### src/rtl/core/assert_macros.svh
// Assertion macros shared by the scheduler RTL.
// Each macro expects clk_i and rst_ni to be visible where it is used.
`ifndef ASSERT_MACROS_SVH
`define ASSERT_MACROS_SVH

// Same-cycle implication, disabled during reset.
`define LASS_ASSERT_IMP(lbl, ante, cons, msg) \
  lbl: assert property (@(posedge clk_i) disable iff (!rst_ni) (ante) |-> (cons)) \
    else $error(msg);

// Next-cycle implication, disabled during reset.
`define LASS_ASSERT_NEXT(lbl, ante, cons, msg) \
  lbl: assert property (@(posedge clk_i) disable iff (!rst_ni) (ante) |=> (cons)) \
    else $error(msg);

`endif

### src/rtl/core/lass_pkg.sv
// Package for the least-attained-service scheduler: sizes, codes, the token
// passed along the flow cells and the commit command. No dependencies.
`default_nettype none

package lass_pkg;

  localparam int unsigned NUM_FLOWS        = 16;
  localparam int unsigned FLOW_QUEUE_DEPTH = 16;

  localparam int unsigned FLOW_W      = (NUM_FLOWS > 1) ? $clog2(NUM_FLOWS) : 1;
  localparam int unsigned IDX_W       = (FLOW_QUEUE_DEPTH > 1) ? $clog2(FLOW_QUEUE_DEPTH) : 1;
  localparam int unsigned CNT_W       = $clog2(FLOW_QUEUE_DEPTH + 1);
  localparam int unsigned STORE_DEPTH = NUM_FLOWS * FLOW_QUEUE_DEPTH;
  localparam int unsigned ADDR_W      = $clog2(STORE_DEPTH);

  localparam int unsigned REQ_FLOW_W = 4;
  localparam int unsigned TAG_W      = 16;
  localparam int unsigned SIZE_W     = 16;
  localparam int unsigned SVC_W      = 32;
  localparam int unsigned DESC_W     = TAG_W + SIZE_W;
  localparam int unsigned STATUS_W   = 2;

  typedef enum logic [STATUS_W-1:0] {
    ST_ENQUEUED = 2'd0,
    ST_DROPPED  = 2'd1,
    ST_DEQUEUED = 2'd2,
    ST_EMPTY    = 2'd3
  } status_e;

  typedef enum logic [1:0] {
    CMD_NONE = 2'd0,
    CMD_ENQ  = 2'd1,
    CMD_DEQ  = 2'd2
  } cmd_op_e;

  // Token that walks the chain of flow cells, one cell per cycle.
  typedef struct packed {
    logic                  vld;
    logic                  deq;
    logic [REQ_FLOW_W-1:0] req_flow;
    logic                  found;
    logic [FLOW_W-1:0]     id;
    logic [SVC_W-1:0]      svc;
    logic [CNT_W-1:0]      cnt;
    logic [IDX_W-1:0]      idx;
  } tok_t;

  // Commit broadcast to all cells once a transaction is resolved.
  typedef struct packed {
    cmd_op_e           op;
    logic [FLOW_W-1:0] flow;
    logic [SIZE_W-1:0] size;
  } cmd_t;

  function automatic logic [IDX_W-1:0] next_idx(input logic [IDX_W-1:0] i);
    logic [31:0] nxt;
    nxt = 32'(i) + 32'd1;
    return (nxt >= FLOW_QUEUE_DEPTH) ? '0 : IDX_W'(nxt);
  endfunction

  function automatic logic [ADDR_W-1:0] store_addr(input logic [FLOW_W-1:0] flow,
                                                   input logic [IDX_W-1:0]  idx);
    return ADDR_W'(32'(flow) * FLOW_QUEUE_DEPTH + 32'(idx));
  endfunction

endpackage

`default_nettype wire

### src/rtl/core/lass_cell.sv
// One flow cell: service counter, queue fill, head and tail of one flow FIFO.
// Passes the scan token to its neighbour each cycle. Depends on lass_pkg.
`default_nettype none

module lass_cell (
  input  logic                        clk_i,
  input  logic                        rst_ni,
  input  logic [lass_pkg::FLOW_W-1:0] cell_id_i,
  input  lass_pkg::tok_t              tok_i,
  output lass_pkg::tok_t              tok_o,
  input  lass_pkg::cmd_t              cmd_i
);
  import lass_pkg::*;

  logic [SVC_W-1:0] svc_q, svc_d;
  logic [CNT_W-1:0] cnt_q, cnt_d;
  logic [IDX_W-1:0] head_q, head_d;
  logic [IDX_W-1:0] tail_q, tail_d;
  tok_t             tok_q, tok_d;
  logic [SVC_W:0]   sum;
  logic             hit;

  // Take the token over when this flow is the enqueue target, or when it
  // beats the best flow seen so far on a dequeue scan.
  always_comb begin
    tok_d = tok_i;
    if (!tok_i.deq) begin
      if (32'(tok_i.req_flow) == 32'(cell_id_i)) begin
        tok_d.found = 1'b1;
        tok_d.id    = cell_id_i;
        tok_d.cnt   = cnt_q;
        tok_d.idx   = tail_q;
      end
    end else if (cnt_q != '0 && (!tok_i.found || svc_q < tok_i.svc)) begin
      tok_d.found = 1'b1;
      tok_d.id    = cell_id_i;
      tok_d.svc   = svc_q;
      tok_d.cnt   = cnt_q;
      tok_d.idx   = head_q;
    end
  end

  always_comb begin
    hit    = (cmd_i.flow == cell_id_i);
    sum    = {1'b0, svc_q} + (SVC_W + 1)'(cmd_i.size);
    svc_d  = svc_q;
    cnt_d  = cnt_q;
    head_d = head_q;
    tail_d = tail_q;
    if (hit) begin
      unique case (cmd_i.op)
        CMD_ENQ: begin
          tail_d = next_idx(tail_q);
          cnt_d  = cnt_q + 1'b1;
        end
        CMD_DEQ: begin
          head_d = next_idx(head_q);
          cnt_d  = cnt_q - 1'b1;
          // Saturate, and clear once the FIFO runs empty.
          if (cnt_q == CNT_W'(1)) begin
            svc_d = '0;
          end else if (sum[SVC_W]) begin
            svc_d = '1;
          end else begin
            svc_d = sum[SVC_W-1:0];
          end
        end
        default: ;
      endcase
    end
  end

  always_ff @(posedge clk_i or negedge rst_ni) begin
    if (!rst_ni) begin
      svc_q  <= '0;
      cnt_q  <= '0;
      head_q <= '0;
      tail_q <= '0;
      tok_q  <= '0;
    end else begin
      svc_q  <= svc_d;
      cnt_q  <= cnt_d;
      head_q <= head_d;
      tail_q <= tail_d;
      tok_q  <= tok_d;
    end
  end

  assign tok_o = tok_q;

endmodule

`default_nettype wire
### config.mk
export PLATFORM = sky130hd
export DESIGN_NAME = lass_cell
export DESIGN_NICKNAME = d
export VERILOG_FILES = /design/src/rtl/core/assert_macros.svh /design/src/rtl/core/lass_pkg.sv /design/src/rtl/core/lass_cell.sv
export SDC_FILE = /design/constraint.sdc
export NUM_CORES = 1
export LEC_CHECK = 0
export BUFFER_PORTS_ARGS = -buffer_cell sky130_fd_sc_hd__buf_4
export CELL_PAD_IN_SITES_DETAIL_PLACEMENT = 1
export CELL_PAD_IN_SITES_GLOBAL_PLACEMENT = 2
export CORE_ASPECT_RATIO = 0.75
export CORE_MARGIN = 8
export CORE_UTILIZATION = 30
export DETAILED_ROUTE_END_ITERATION = 10
export HOLD_SLACK_MARGIN = 0.1
export MAX_ROUTING_LAYER = met4
export PLACE_DENSITY = 0.8
export SYNTH_ARGS = -nofsm -noshare
export SYNTH_HDL_FRONTEND = slang
export SYNTH_SLANG_ARGS = --single-unit
### constraint.sdc
create_clock -name clk_i -period 3.51 [get_ports clk_i]
set_input_delay 0.351 -clock clk_i [delete_from_list [all_inputs] [get_ports clk_i]]
set_output_delay 0.351 -clock clk_i [all_outputs]
set_load 0.02 [all_outputs]
---- Word level (Yosys, flattened, before mapping) ----
Index checks and enable logic that the tools add are counted.
storage, ports and cells
  flip-flop bits (word level) ............. 97
  input bits .............................. 80
  output and inout bits ................... 52
  word-level logic and storage cells ...... 44
operators by class
  add/subtract/negate cells ............... 5
  magnitude comparators ................... 3
  equality and inequality tests ........... 5
  mux-type cells .......................... 11
  reductions and logical operators ........ 8
operators with widths
  cell                   number
  $mux W32               3
  $mux W46               1
  $add A32 B16 Y33       1
  $lt A32 B32 Y1         1
  $mux W9                2
  $add A4 B1 Y5 const B  2
  $ge A5 B5 Y1 const B   2
  $mux W5                2
  $pmux W5 S2            1
  $eq A4 B4 Y1           2
  $mux W4                2
  $reduce_and A2 Y1      3
  $add A5 B1 Y5 const B  1
  $eq A5 B1 Y1 const B   1
  $reduce_bool A5 Y1     1
  $sub A5 B1 Y5 const B  1
  $eq A2 B1 Y1 const B   1
  $eq A2 B2 Y1 const B   1
  $reduce_bool A2 Y1     1
  $logic_and A1 B1 Y1    1
  $logic_not A1 Y1       1
  $logic_or A1 B1 Y1     1

---- Logic depth before layout (Yosys ltp) ----
  depth after elaboration ................. 5
  gate-level depth with buffers ........... 12
  mapped depth without buffers ............ 10

---- Worst setup path before layout ----
Ideal clock, no wire load.
  kind .................................... flip-flop to flip-flop
  from .................................... reg svc_q[0]
  to ...................................... reg svc_q[18]
  setup time .............................. 0.123 ns
  arrival ................................. 2.630 ns
  required time ........................... 3.387 ns
  path slack .............................. 0.757 ns
  stages on the path, launching flop included .. 12
  path buffers ............................ 1
  clock period less this slack ............ 2.753 ns
  cell sequence ........................... dfrtp_1 -> ha_1 -> fa_1 -> a21o_1 -> a221oi_1 -> o22ai_1 -> nand2b_1 -> o221ai_2 -> nor2b_1 -> clkbuf_1 -> o21ai_0 -> nand2_1
between the ends
  longest elaborated chain between the ends .. 3
ends and longest elaborated chain
  item                    line             source
  start, declared         lass_cell.sv:15  logic [SVC_W-1:0] svc_q, svc_d;
  start signal, assigned  lass_cell.sv:81  svc_q <= svc_d;
  $add A32 B16 Y33        lass_cell.sv:45  sum = {1'b0, svc_q} + (SVC_W + 1)'(cmd_i.size);
  $mux W32                lass_cell.sv:62  end else if (sum[SVC_W]) begin
  $mux W32                lass_cell.sv:60  if (cnt_q == CNT_W'(1)) begin
Every way passes these cells.
A chain may end at the register's enable or synchronous reset.

---- Final worst setup path ----
  from .................................... reg svc_q[7]
  to ...................................... reg svc_q[4]
The elaborated chain is that of the path after synthesis.

==> flow_metrics.py <==
metrics = {
    "status": {
        "outcome": "finished, final reports clean",
    },
    "cells_and_area": {
        "nets": 884,
        "diodes": 0,
        "final_area_um2": 7629,
        "area_delta_synth_final_pct": 27.93,
        "drive_gt1_share_pct": 27.36,
    },
    "sta": {
        "period_needed_ns": 3.096,
        "worstMarginPinSlew_ns": 1.148,
        "fin_crit_sh_pct": 88.20,
        "rsz0062_at_grt": "no",
        "max_freq_mhz": 323.0,
        "setup_slack_ns": 0.4142,
        "setup_viol": 0,
        "whs_ns": 0.1158,
        "finalHoldViolations": 0,
        "drv_slew": 0,
        "maxSlewHeadroom_pct": 23.34,
        "fin_setup_tns_ns": 0,
        "finClkSkew_ns": 0.006572,
    },
    "placed_design": {
        "placed_area_um2": 7301,
        "portBuffers": 131,
        "dp_hpwl_mm": 14.71,
        "gp_congestion": 0.8333,
        "pre_cts_slack_ns": 0.3481,
    },
    "route": {
        "dr.pass1.iters": 4,
        "drt_iter0_drc": 218,
        "vias": 5081,
        "routedWlPerCell_um": 18.48,
        "drc": 0,
        "wirelength_mm": 18.59,
        "ant_nets": 0,
        "routed_via_density": 5.051,
    },
    "power": {
        "power_frac_comb_pct": 42.7,
        "swShare_pct": 37.87,
        "p_clk_share_pct": 22.0,
        "p_switching_mw": 1.766,
        "pwr-share-seq_pct": 35.3,
        "peakVddDrop_mv": 0.2248,
        "internal_power_mw": 2.898,
        "p_leak_nw": 3.844,
        "p_per_area_nw_per_um2": 611.3,
    },
    "synthesis": {
        "syn_nets": 742,
        "synth_cells": 607,
        "syn_area_um2": 5963,
        "synth-edff-count": 0,
        "synth-seq-area-share_pct": 40.70,
        "syn_area_per_cell_um2": 9.824,
        "yosys_warnings": 0,
        "ys_types": 60,
        "synth-async-reset-ratio_pct": 100.0,
        "synth_ff_type": "dfrtp_1",
        "ys_ff_latch": 97,
    },
    "clock_network": {
        "clk_pin_slew_worst_paths_ns": 0.07,
        "cts_setup_buffers": 0,
        "cts_tree": "done",
        "cts_buffers": 9,
        "clock_latency_ns": 0.35,
        "clockRootBuffer": "clkbuf_16",
        "htree_levels": 3,
        "clkSinkCount": 97,
        "cts_max_path_buffers": 2,
    },
    "worst_setup_path": {
        "critical_path.startpoint": "svc_q[7]$_DFFE_PN0P_",
        "rrSetupSlack_ns": 0.41,
        "regToRegStartpoint": "svc_q[7]$_DFFE_PN0P_",
        "reg2reg_to": "svc_q[4]$_DFFE_PN0P_",
        "r2r_cells": 9,
        "worstPathMaxFanout": 17,
        "critPathRequiredTime_ns": 3.79,
        "path_class": "reg2reg",
        "critPathCaptureType": "flip-flop",
        "start_kind": "flip-flop",
        "critPathCapture": "svc_q[4]$_DFFE_PN0P_",
        "crit_arrival_ns": 3.38,
    },
    "die": {
        "floorplan.initialDensity_pct": 30.69,
        "fp.dieW_um": 178.8,
        "rows": 44,
        "io-pin-count": 132,
        "coreArea_um2": 19430,
        "dieArea_um2": 24690,
        "chipHeight_um": 138.1,
    },
    "flow_run": {
        "cap_violations": 0,
    },
    "grt": {
        "grt_pass1_wl_mm": 30.82,
        "grt_max_degree": 71,
        "grt_usage_pct": 15.99,
        "first_global_vias": 5804,
        "antenna_found_initial": 0,
        "grt-ovfl-total": 0,
    },
    "hold_path": {
        "hold_class": "in2async",
    },
}
## kinds of logic (layout without fill, tap and decap cells)
group | count (synthesis) | after routing | share of synthesized area (%)
AND/OR/NAND/NOR | 162 | 162 | 13.53
multiplexers | 39 | 39 | 8.330
adder cells (fa/ha/maj) | 55 | 55 | 11.67
AO/OA/AOI/OAI | 160 | 160 | 17.10
flip-flops | 97 | 97 | 40.71
XOR/XNOR | 28 | 28 | 4.112
buffers and inverters | 66 | 212 | 4.553
## how the worst min path moves through the flow
| stage | start | to | cells past startpoint |
|---|---|---|---|
| after floorplan | rst_ni | cnt_q[0]$_DFFE_PN0P_ | 0 |
| after global placement | tok_i[51] | tok_o[51]$_DFF_PN0_ | 1 |
| after detailed placement | tok_i[51] | tok_o[51]$_DFF_PN0_ | 1 |
| after CTS | tok_i[49] | tok_o[49]$_DFF_PN0_ | 1 |
| after global routing | tok_i[49] | tok_o[49]$_DFF_PN0_ | 1 |
| final | rst_ni | tok_o[44]$_DFF_PN0_ | 1 |
## registers in the layout, indices dropped and copies added, names as in the netlist
name	cells
head_q	4
tok_o	52
svc_q	32
cnt_q	5
tail_q	4
## layout make-up
type	instances	area, µm²
Timing Repair Buffer	149	1139
Fill cell	2204	11810
Clock buffer	13	260.3
Clock inverter	2	37.54
Sequential cell	97	2427
Multi-Input combinational cell	444	3268
Tap cell	253	316.6
Inverter	48	180.2
## layout by cell type (no fill, tap or decap), types with 3 or more instances in the layout
cell             n
a31oi_1         10
mux2_2          21
clkbuf_16        9
xor2_1          16
mux2_4          16
xnor2_1         12
o21ai_0         55
nand2_1         72
nor2_1          14
ha_1            54
inv_1           48
o21a_1           5
o211ai_1         5
nand3b_1         3
nand4_1          7
dlygate4sd3_1    3
buf_4          145
and3_1           8
and2_1           8
nor2b_1          6
a21oi_1         40
a22o_1           5
nor3_1           5
nand2b_1         6
dfrtp_1         97
o32ai_1          4
nand3_1         18
a21o_1          12
nor4_1           3
## stage by stage
stage	instances	total power, mW	util (%)
2_1_floorplan	607	2.917	-
3_3_place_gp	988	3.587	37.57
3_5_place_dp	988	3.667	37.57
4_1_cts	1006	4.736	39.25
5_1_grt	1006	5.005	39.25
6_report	1006	4.663	39.25
## routing by layer
metal	GRT usage, %	vias up	part of all wire (%)
met5	-	-	0
met4	3.387	0	1.1
met3	5.932	15	8.7
met2	23.83	118	44
met1	20.37	2510	46
li1	-	2438	-
## critical path, cell delays in order, from the launching register on
cell and delay [ns]:
dfrtp_1 0.44, ha_1 0.40, and3_1 0.25, nand4_1 0.10, o22ai_1 0.21, nand2b_1 0.10
o221ai_2 0.17, nor2b_1 0.96, o21ai_0 0.28, nand2_1 0.12
## power by group through the flow
stage,Clock [mW],Sequential [mW],Combinational [mW]
final,1.02,1.65,1.99
after global routing,1.10,1.69,2.21
after CTS,1.07,1.65,2.02
after detailed placement,0,1.67,2.00
after global placement,0,1.65,1.94
after floorplan,0,1.76,1.15
## synth_stat cells (5+ instances only)
| library cell | count | area [µm²] |
|---|---|---|
| dfrtp_1 | 97 | 2427 |
| nand2_1 | 72 | 270.3 |
| o21ai_0 | 55 | 275.3 |
| ha_1 | 54 | 675.7 |
| inv_1 | 48 | 180.2 |
| a21oi_1 | 41 | 205.2 |
| mux2_2 | 21 | 236.5 |
| nand3_1 | 18 | 90.09 |
| mux2_4 | 16 | 240.2 |
| xor2_1 | 16 | 140.1 |
| nor2_1 | 14 | 52.55 |
| clkbuf_1 | 13 | 48.80 |
| a21o_1 | 12 | 90.09 |
| xnor2_1 | 12 | 105.1 |
| a31oi_1 | 10 | 62.56 |
| and2_1 | 8 | 50.05 |
| and3_1 | 8 | 50.05 |
| nand4_1 | 7 | 43.79 |
| nand2b_1 | 6 | 37.54 |
| nor2b_1 | 6 | 37.54 |
| a22o_1 | 5 | 43.79 |
| nor3_1 | 5 | 25.02 |
| o211ai_1 | 5 | 37.54 |
| o21a_1 | 5 | 37.54 |
## repair_timing
| item | 4_1_cts | 5_1_grt |
|---|---|---|
| hold endpoints to repair | 3 | 0 |
| hold buffers | 3 | 0 |
| gates resized for setup | 0 | 0 |
| endpoints found under the setup margin | 0 | 0 |
(Power assumes the default switching activity.)
